==> src/sv/ycsk_pkg.sv <==
// ----------------------------------------------------------------------------
// ycsk_pkg
// Shared constants for the YCbCr ellipse skin classifier: fixed-point color
// conversion weights, register indexes, register reset values and the chroma helper.
// ----------------------------------------------------------------------------
package ycsk_pkg;

   // color conversion weights, scaled by 2^14
   localparam logic [13:0]        LUMA_KR    = 14'd4899;
   localparam logic [13:0]        LUMA_KG    = 14'd9617;
   localparam logic [13:0]        LUMA_KB    = 14'd1868;
   localparam logic signed [14:0] CR_K       = 15'sd11682;
   localparam logic signed [14:0] CB_K       = 15'sd9241;
   localparam int                 FIX_SHIFT  = 14;
   localparam logic [21:0]        LUMA_HALF  = 22'd8192;
   localparam logic signed [23:0] CHR_HALF   = 24'sd8192;
   localparam logic signed [10:0] CHROMA_MID = 11'sd128;
   localparam logic [7:0]         SKIN_ON    = 8'd255;
   localparam logic [7:0]         SKIN_OFF   = 8'd0;

   // register indexes on the csr port
   localparam logic [2:0] CSR_LUMA_THRESHOLD = 3'd0;
   localparam logic [2:0] CSR_CENTRE_CB      = 3'd1;
   localparam logic [2:0] CSR_CENTRE_CR      = 3'd2;
   localparam logic [2:0] CSR_COEF_DX_SQ     = 3'd3;
   localparam logic [2:0] CSR_COEF_CROSS     = 3'd4;
   localparam logic [2:0] CSR_COEF_DY_SQ     = 3'd5;
   localparam logic [2:0] CSR_ELLIPSE_LIMIT  = 3'd6;

   // register reset values
   localparam logic [7:0]         RST_LUMA_THRESHOLD = 8'd128;
   localparam logic [7:0]         RST_CENTRE_CB      = 8'd113;
   localparam logic [7:0]         RST_CENTRE_CR      = 8'd156;
   localparam logic [15:0]        RST_COEF_DX_SQ     = 16'd5862;
   localparam logic signed [16:0] RST_COEF_CROSS     = -17'sd4852;
   localparam logic [15:0]        RST_COEF_DY_SQ     = 16'd6202;
   localparam logic [31:0]        RST_ELLIPSE_LIMIT  = 32'd1904400;

   // 128 + floor((diff*k + 2^13) / 2^14), saturated to 0..255
   function automatic logic [7:0] chroma_of(input logic signed [8:0]  diff,
                                            input logic signed [14:0] k);
      logic signed [23:0] t;
      logic signed [9:0]  sh;
      logic signed [10:0] c;
      t  = diff * k + CHR_HALF;
      sh = t[23:FIX_SHIFT];
      c  = $signed({sh[9], sh}) + CHROMA_MID;
      if (c < 11'sd0) begin
         chroma_of = 8'd0;
      end else if (c > 11'sd255) begin
         chroma_of = 8'd255;
      end else begin
         chroma_of = c[7:0];
      end
   endfunction

endpackage

==> src/sv/ycbcr_ellipse_skin_classifier.sv <==
// ----------------------------------------------------------------------------
// ycbcr_ellipse_skin_classifier
// Classifies BGR pixels as skin by a luma threshold and a rotated ellipse
// test in the CbCr plane.
// ----------------------------------------------------------------------------
// Takes one pixel per clock and returns one mask byte per pixel, 255 for
// skin and 0 otherwise, in order. The datapath is a five-stage pipeline:
// luma, chroma with saturation, chroma offsets and their products, the
// coefficient multiplies, and the quadratic-form sum with both compares.
// Throughput is one pixel per cycle while responses are taken. Each
// stage holds while the stage after it is full and stalled, so empty
// stages still fill while a response waits to be taken. Registers are to
// be written through the csr port while no pixel is in flight; the
// block does not enforce this. Indexes past the last register are ignored.
module ycbcr_ellipse_skin_classifier
   import ycsk_pkg::*;
(
   input  logic        clock,
   input  logic        reset,
   // pixel requests
   input  logic        req_valid,
   output logic        req_ready,
   input  logic [7:0]  req_blue,
   input  logic [7:0]  req_green,
   input  logic [7:0]  req_red,
   // mask responses
   output logic        rsp_valid,
   input  logic        rsp_ready,
   output logic [7:0]  rsp_skin_mask,
   // register writes
   input  logic        csr_valid,
   output logic        csr_ready,
   input  logic [2:0]  csr_index,
   input  logic [31:0] csr_data
);

   // configuration registers
   logic [7:0]         luma_threshold_ff;
   logic [7:0]         centre_cb_ff;
   logic [7:0]         centre_cr_ff;
   logic [15:0]        coef_dx_sq_ff;
   logic signed [16:0] coef_cross_ff;
   logic [15:0]        coef_dy_sq_ff;
   logic [31:0]        ellipse_limit_ff;

   assign csr_ready = 1'b1;

   always_ff @(posedge clock) begin
      if (reset) begin
         luma_threshold_ff <= RST_LUMA_THRESHOLD;
         centre_cb_ff      <= RST_CENTRE_CB;
         centre_cr_ff      <= RST_CENTRE_CR;
         coef_dx_sq_ff     <= RST_COEF_DX_SQ;
         coef_cross_ff     <= RST_COEF_CROSS;
         coef_dy_sq_ff     <= RST_COEF_DY_SQ;
         ellipse_limit_ff  <= RST_ELLIPSE_LIMIT;
      end else if (csr_valid && csr_ready) begin
         unique case (csr_index)
            CSR_LUMA_THRESHOLD: luma_threshold_ff <= csr_data[7:0];
            CSR_CENTRE_CB:      centre_cb_ff      <= csr_data[7:0];
            CSR_CENTRE_CR:      centre_cr_ff      <= csr_data[7:0];
            CSR_COEF_DX_SQ:     coef_dx_sq_ff     <= csr_data[15:0];
            CSR_COEF_CROSS:     coef_cross_ff     <= $signed(csr_data[16:0]);
            CSR_COEF_DY_SQ:     coef_dy_sq_ff     <= csr_data[15:0];
            CSR_ELLIPSE_LIMIT:  ellipse_limit_ff  <= csr_data;
            default: ;
         endcase
      end
   end

   // pipeline registers
   logic               s1_valid_ff, s2_valid_ff, s3_valid_ff, s4_valid_ff;
   logic               rsp_valid_ff;
   logic [7:0]         s1_y_ff, s2_y_ff, s3_y_ff, s4_y_ff;
   logic [7:0]         s1_blue_ff, s1_red_ff;
   logic [7:0]         s2_cb_ff, s2_cr_ff;
   logic [15:0]        s3_dxx_ff, s3_dyy_ff;
   logic signed [16:0] s3_dxy_ff;
   logic [31:0]        s4_txx_ff, s4_tyy_ff;
   logic signed [33:0] s4_txy_ff;
   logic [7:0]         rsp_skin_mask_ff;

   // stage advance: a stage loads when it is empty or its contents move on
   logic adv1, adv2, adv3, adv4, adv5;
   assign adv5 = !rsp_valid_ff || rsp_ready;
   assign adv4 = !s4_valid_ff || adv5;
   assign adv3 = !s3_valid_ff || adv4;
   assign adv2 = !s2_valid_ff || adv3;
   assign adv1 = !s1_valid_ff || adv2;

   assign req_ready     = adv1;
   assign rsp_valid     = rsp_valid_ff;
   assign rsp_skin_mask = rsp_skin_mask_ff;

   // valid bits
   always_ff @(posedge clock) begin
      if (reset) begin
         s1_valid_ff  <= 1'b0;
         s2_valid_ff  <= 1'b0;
         s3_valid_ff  <= 1'b0;
         s4_valid_ff  <= 1'b0;
         rsp_valid_ff <= 1'b0;
      end else begin
         if (adv1) s1_valid_ff  <= req_valid;
         if (adv2) s2_valid_ff  <= s1_valid_ff;
         if (adv3) s3_valid_ff  <= s2_valid_ff;
         if (adv4) s4_valid_ff  <= s3_valid_ff;
         if (adv5) rsp_valid_ff <= s4_valid_ff;
      end
   end

   // stage 1: luma
   logic [21:0] ysum_in;
   assign ysum_in = LUMA_KR * {14'd0, req_red} + LUMA_KG * {14'd0, req_green}
                  + LUMA_KB * {14'd0, req_blue} + LUMA_HALF;

   always_ff @(posedge clock) begin
      if (adv1) begin
         s1_y_ff    <= ysum_in[21:FIX_SHIFT];
         s1_blue_ff <= req_blue;
         s1_red_ff  <= req_red;
      end
   end

   // stage 2: chroma differences, scaling and saturation
   logic signed [8:0] rdiff_in, bdiff_in;
   assign rdiff_in = $signed({1'b0, s1_red_ff})  - $signed({1'b0, s1_y_ff});
   assign bdiff_in = $signed({1'b0, s1_blue_ff}) - $signed({1'b0, s1_y_ff});

   always_ff @(posedge clock) begin
      if (adv2) begin
         s2_y_ff  <= s1_y_ff;
         s2_cr_ff <= chroma_of(rdiff_in, CR_K);
         s2_cb_ff <= chroma_of(bdiff_in, CB_K);
      end
   end

   // stage 3: offsets from the ellipse centre and their products
   logic signed [8:0]  dx_in, dy_in;
   logic signed [17:0] dxx_in, dxy_in, dyy_in;
   assign dx_in  = $signed({1'b0, s2_cb_ff}) - $signed({1'b0, centre_cb_ff});
   assign dy_in  = $signed({1'b0, s2_cr_ff}) - $signed({1'b0, centre_cr_ff});
   assign dxx_in = 18'(dx_in) * 18'(dx_in);
   assign dxy_in = 18'(dx_in) * 18'(dy_in);
   assign dyy_in = 18'(dy_in) * 18'(dy_in);

   always_ff @(posedge clock) begin
      if (adv3) begin
         s3_y_ff   <= s2_y_ff;
         s3_dxx_ff <= dxx_in[15:0];
         s3_dxy_ff <= dxy_in[16:0];
         s3_dyy_ff <= dyy_in[15:0];
      end
   end

   // stage 4: weight each product by its coefficient
   logic [31:0]        txx_in, tyy_in;
   logic signed [33:0] txy_in;
   assign txx_in = 32'(coef_dx_sq_ff) * 32'(s3_dxx_ff);
   assign tyy_in = 32'(coef_dy_sq_ff) * 32'(s3_dyy_ff);
   assign txy_in = 34'(coef_cross_ff) * 34'(s3_dxy_ff);

   always_ff @(posedge clock) begin
      if (adv4) begin
         s4_y_ff   <= s3_y_ff;
         s4_txx_ff <= txx_in;
         s4_txy_ff <= txy_in;
         s4_tyy_ff <= tyy_in;
      end
   end

   // stage 5: sum of the quadratic form, ellipse and luma compares
   logic signed [35:0] q_in;
   logic               skin_in;
   assign q_in = $signed({4'd0, s4_txx_ff}) + $signed({{2{s4_txy_ff[33]}}, s4_txy_ff})
               + $signed({4'd0, s4_tyy_ff});
   assign skin_in = (s4_y_ff > luma_threshold_ff)
                 && (q_in <= $signed({4'd0, ellipse_limit_ff}));

   always_ff @(posedge clock) begin
      if (adv5) begin
         rsp_skin_mask_ff <= skin_in ? SKIN_ON : SKIN_OFF;
      end
   end

endmodule

==> config.mk <==
export PLATFORM = sky130hd
export DESIGN_NAME = ycbcr_ellipse_skin_classifier
export DESIGN_NICKNAME = d
export VERILOG_FILES = /design/src/sv/ycsk_pkg.sv /design/src/sv/ycbcr_ellipse_skin_classifier.sv
export SDC_FILE = /design/constraint.sdc
export NUM_CORES = 2
export LEC_CHECK = 0
export CORE_MARGIN = 5
export CORE_UTILIZATION = 40
export CTS_CLUSTER_DIAMETER = 40
export CTS_CLUSTER_SIZE = 40
export DETAILED_ROUTE_END_ITERATION = 7
export DONT_BUFFER_PORTS = 1
export HOLD_SLACK_MARGIN = 0.03
export RECOVER_POWER = 50
export SLEW_MARGIN = 30
export SYNTH_ARGS = -nofsm -noshare
export SYNTH_HDL_FRONTEND = slang
export SYNTH_SLANG_ARGS = --single-unit
==> constraint.sdc <==
create_clock -name clock -period 10.08 [get_ports clock]
set_input_delay 1.008 -clock clock [delete_from_list [all_inputs] [get_ports clock]]
set_output_delay 1.008 -clock clock [all_outputs]
set_load 0.02 [all_outputs]
Word level (Yosys, flattened, before mapping) --
Cells that the tools add are included.
Cells by class: add/subtract/negate cells 13, multipliers 11, order comparisons 6, eq/ne operators 6, mux-type cells 3, reduce and logical (&&, ||, !) cells 19
Operators by type and width (number):
- multiplier 16 x 16 -> 32 bit | 2
- adder 24 x 15 -> 24 bit, second input constant | 2
- adder 35 x 33 -> 36 bit | 1
- <= comparator 36 x 33 -> 1 bit | 1
- subtractor 8 x 8 -> 9 bit | 4
- adder 33 x 34 -> 35 bit | 1
- multiplier 17 x 17 -> 34 bit | 1
- multiplier 9 x 9 -> 16 bit | 2
- multiplier 9 x 15 -> 24 bit, second input constant | 1
- two-way mux 8 bit | 3
- multiplier 9 x 14 -> 23 bit, second input constant | 1
- adder 10 x 9 -> 11 bit, second input constant | 2
- adder 21 x 22 -> 22 bit | 1
- adder 22 x 14 -> 22 bit, second input constant | 1
- adder 22 x 19 -> 22 bit | 1
- greater-than comparator 11 x 9 -> 1 bit, second input constant | 2
- < comparator 11 x 1 -> 1 bit, second input constant | 2
- multiplier 14 x 8 -> 22 bit, first input constant | 1
- multiplier 13 x 8 -> 21 bit, first input constant | 1
- multiplier 9 x 8 -> 17 bit, first input constant | 1
- multiplier 9 x 9 -> 17 bit | 1
- AND reduction 2 bit | 7
- equality test 3 bit, second input constant | 3
- greater-than comparator 8 bit | 1
- 6 further kinds | 15
Storage, ports and cells: bits in registers 329, bits of input ports 64, word-level logic and storage cells 85

Longest topological paths before layout --
word-level depth 6, gate-level depth with buffers 36, mapped depth without buffers 35

Worst setup path before layout --
OpenSTA, ideal clock, no wires.
path type reg2reg, start point register s1_y_ff[1], end point register s2_cr_ff[3], data pin, setup time 264 ps, data arrival time 7287 ps, data required time 9816 ps, setup slack 2529 ps, stages on the path, launching flop included 36, path buffers 0, cell sequence edfxtp_1 > inv_1 > ha_1 > nor2b_1 > o21ai_0 > nand2b_1 > a21oi_1 > o21bai_1 > a21o_1 > a21o_1 > xor2_1 > ha_1 > xor2_1 > ha_1 > a21o_1 > fa_1 > inv_1 > fa_1 > inv_1 > ha_1 > ha_1 > nor2_1 > a21oi_1 > o21a_1 > nor2_1 > nor2_1 > ha_1 > nand4b_1 > or4_4 > xnor2_2 > ha_1 > nand3_1 > nor3b_1 > a32oi_1 > a21oi_2 > o41a_1
Between the ends: word-level cells in the longest chain between the ends 6, elaborated cells on any way between the ends 7, those cells by class add/sub: 3; mul: 1; order compare: 2; mux: 1
Ends and longest elaborated chain:
- start: declaration | line ycbcr_ellipse_skin_classifier.sv:74 | logic [7:0] s1_y_ff, s2_y_ff, s3_y_ff, s4_y_ff;
- start signal: assignment | line ycbcr_ellipse_skin_classifier.sv:119 | s1_y_ff <= ysum_in[21:FIX_SHIFT];
- subtractor 8 x 8 -> 9 bit (*) | line ycbcr_ellipse_skin_classifier.sv:127 | assign rdiff_in = $signed({1'b0, s1_red_ff}) - $signed({1'b0, s1_y_ff});
- multiplier 9 x 14 -> 23 bit (*) | line ycsk_pkg.sv:45 | t = diff * k + CHR_HALF;
- adder 24 x 15 -> 24 bit (*) | line ycsk_pkg.sv:45
- adder 10 x 9 -> 11 bit (*) | line ycsk_pkg.sv:47 | c = $signed({sh[9], sh}) + CHROMA_MID;
- greater-than comparator 11 x 9 -> 1 bit | line ycsk_pkg.sv:50 | end else if (c > 11'sd255) begin
- two-way mux 8 bit | line ycsk_pkg.sv:50
- end signal: assignment | line ycbcr_ellipse_skin_classifier.sv:133 | s2_cr_ff <= chroma_of(rdiff_in, CR_K);
- end: declaration | line ycbcr_ellipse_skin_classifier.sv:76 | logic [7:0] s2_cb_ff, s2_cr_ff;
Mark *: on every way between the ends. The rest lies on a longest branch, timed or not. A chain may end at the register's enable or synchronous reset.

Final worst setup path --
start point register s1_y_ff[0], end point register s2_cr_ff[3], data pin
Same word-level chain as after synthesis.

==> run summary <==
The run finished, with violations left. The checks that failed: max-capacitance violations, max-slew violations. The endpoint required time on the critical path was 10.47 ns; the largest stage delay on the critical path was 0.57 ns. The kind of start point of the critical path was a flop. Pin placement for this block handled 75 I/O pins. The routed wire length per instance was 17.9 µm; the wire length after detailed routing was 142000 µm. The setup path with the least slack is of type flop to flop. Leaving out fill and tap cells, the most frequent cells in the layout are inv_1, fa_1, ha_1. The routed design could run at a clock period as short as 8.39 ns. The run gives 6 as the max-capacitance violation count.

The logs give 0.0595 mm² for the area of placed instances and 0.152 mm² for the area enclosed by the die boundary. STA classifies the critical path endpoint as a flop. The share of the synthesized area in the top cell type came out at 34.3%. TritonCTS created 61 clock buffers. The detailed router finished its first iteration with 2076 violations. The count of mapped cells out of synthesis was 6054. Setup violations remaining at the end of the flow were counted as 0.

Clock-pin slew was measured on the worst setup and hold paths at 0.06 ns. The total of cells resized after clock tree synthesis came out at 0. The critical path's most frequent cell is ha_1. With fillers left out, the area of the finished cells amounts to 0.0617 mm². The via count of the first global-routing pass is 42.9k. Averaged over all synthesized cells, the footprint is 9.51 µm². Counting the fill cells in the layout gives 13.9k.

The count of flip-flops with a built-in enable after synthesis was 210. Routability-driven placement finished with a final weighted congestion of 0.877. For the remaining global-route overflow, the log shows 0.

The synthesized design contains 320 register bits. The register area share after synthesis is 14.8%. In this run the critical register-to-register path is launched from s1_y_ff[0]. Die outline width: 389 µm. The tree built by TritonCTS fans out to 320 sinks. The initial antenna violation count came out at 3. Setup repair after global routing left no endpoint under its margin. After legalization and detailed placement, the total HPWL measured 114000 µm. At the end of the flow, the number of nets in the layout was 7823.

The logs give 19.5% for the global routing usage summed across all routing layers and 0 for the count of nets left with antenna violations after detail routing. Yosys attributes the largest share of cell area to fa_1, ha_1, edfxtp_1. On the critical path, the stage with the largest delay is an instance of or4_4.

For this run, the top clock speed supported by timing is 119 MHz. TritonCTS built the clock tree. The total area inside the core boundary comes to 0.143 mm². The headroom to the max-slew limit is -163%, and the number of buffers inserted by port buffering is 0. The via count is 39.7k, and the proportion of layout cells with a drive suffix above 1 is 2.92%. The number of max-slew violations in the final report was 201. Once the clock tree was built, the setup fixing pass inserted 0 buffers.

The tools report the distinct cell type count of the synthesized netlist as 91. Final period utilization: 83.2%. Entering global routing, the biggest net connects 111 pins.

The area growth from synthesis to layout works out to 7.11%. During synthesis, Yosys emitted a total of 0 warnings. The tree is rooted in a clkbuf_16. First element of the critical path: s1_y_ff[0]. The clock tree synthesis step divided the H-tree into 2 levels. The final-report hold violation count is 0, and the actual slew at the worst max-slew pin is 3.94 ns.

The commonest non-fill, non-tap cell in the layout was inv_1. Setup total negative slack on the finished layout was measured at 0 ns. The first global-routing pass estimated 235000 µm of wire.

For this run, the share of the core covered by cells in the final layout is 43.0%. The logs give 0.0408 ns for the largest clock skew in the final design and 0 for the remaining design rule violation count. For this run, the leading register cell type out of synthesis is edfxtp_1. The path class of the tightest hold or removal check is flop to flop. Summed over all instances, the cell type with the most area after synthesis is fa_1. Data arrives at the worst endpoint at 8.78 ns. The highest net fanout along the worst path was 8. The first TritonRoute pass finished after 7 iterations. The proportion of synthesized flip-flops having asynchronous set or reset is 0%, and the starting density of the core is 40.2%. The vertical die dimension is 389 µm, and the later-pin clock latency in the skew report is 0.65 ns. The number of hold-repair buffers added at the cts stage was 0; the standard-cell row count was 139. The average via count per standard cell was 4.99.

The maximum buffer depth of the clock tree was 3. In this run the most critical hold path is launched from s3_y_ff[7]. The run gives 0.0576 mm² as the post-synthesis instance area.
-- path summary, 6_finish.rpt --
check / to / slack (ns) / depth (start not counted)
hold reg to reg: s4_y_ff[7] / 0.42 / 0
setup / recovery: s2_cr_ff[3] / 1.69 / 34
hold / removal: s4_y_ff[7] / 0.42 / 0
setup reg to reg: s2_cr_ff[3] / 1.69 / 34
-- cell type report --
| cell class | count | area [µm²] | share of cell area, % |
|---|---|---|---|
| tap | 1903 | 2380 | 3.86 |
| clock inverter | 49 | 534 | 0.867 |
| timing repair buffer | 32 | 218 | 0.353 |
| inverter | 1331 | 5000 | 8.10 |
| multi-input combinational | 4232 | 43400 | 70.4 |
| clock buffer | 67 | 1600 | 2.60 |
| sequential | 320 | 8510 | 13.8 |
| antenna | 6 | 15.0 | 0.0244 |
-- layer usage --
metal / vias up / track usage (%) / wire length (µm)
met5: - / 0 / 23
met4: 4 / 4.92 / 3920
met3: 204 / 3.61 / 8910
met2: 826 / 33.4 / 68300
met1: 20000 / 25.5 / 61100
li1: 18600 / - / -
-- state kept, by name, indices dropped and copies added, names as in the netlist, 15 cells and up --
| register | cells |
|---|---|
| coef_cross_ff | 17 |
| coef_dx_sq_ff | 16 |
| coef_dy_sq_ff | 16 |
| ellipse_limit_ff | 32 |
| s3_dxx_ff | 15 |
| s3_dxy_ff | 17 |
| s3_dyy_ff | 15 |
| s4_txx_ff | 32 |
| s4_txy_ff | 34 |
| s4_tyy_ff | 32 |
-- critical path: cells and delay by family, from the launching register on --
family	cells	cell delay, ns
adder cells (fa/ha/maj)	10	2.86
AO/OA/AOI/OAI	9	2.20
AND/OR/NAND/NOR	9	1.89
flip-flops	1	0.44
buffers and inverters	4	0.40
XOR/XNOR	2	0.34
-- metrics by stage --
stage	hold WS (ns)	std cells	setup WS, ns
2_1_floorplan	0.400	6057	2.53
3_3_place_gp	0.401	7818	1.80
3_5_place_dp	0.406	7818	1.71
4_1_cts	0.398	7934	1.69
5_1_grt	0.413	7934	1.16
6_report	0.417	7940	1.69
-- kinds of logic (layout without fill, tap and decap cells) --
family | count (synthesis) | after routing | share of synthesized area, %
flops | 320 | 320 | 14.8
xor+xnor | 248 | 248 | 3.81
compound gates | 577 | 577 | 6.48
other cells | 2 | 11 | 0.0130
simple gates | 1614 | 1614 | 13.3
mux | 6 | 6 | 0.107
buf+inv | 1505 | 1479 | 9.89
fa+ha+maj | 1782 | 1782 | 51.6
-- Yosys cell counts, drive strengths merged (40+ instances only) --
cell    count
inv      1327
fa        986
ha        795
nand2     793
and2      364
a21oi     219
edfxtp    210
nor2      189
xnor2     184
clkbuf    160
dfxtp     110
o21ai      82
a21o       80
xor2       63
nand2b     46
o21bai     40
Power is not shown: default switching activity piles up to over one toggle a cycle in this logic, so the estimate is an artifact.
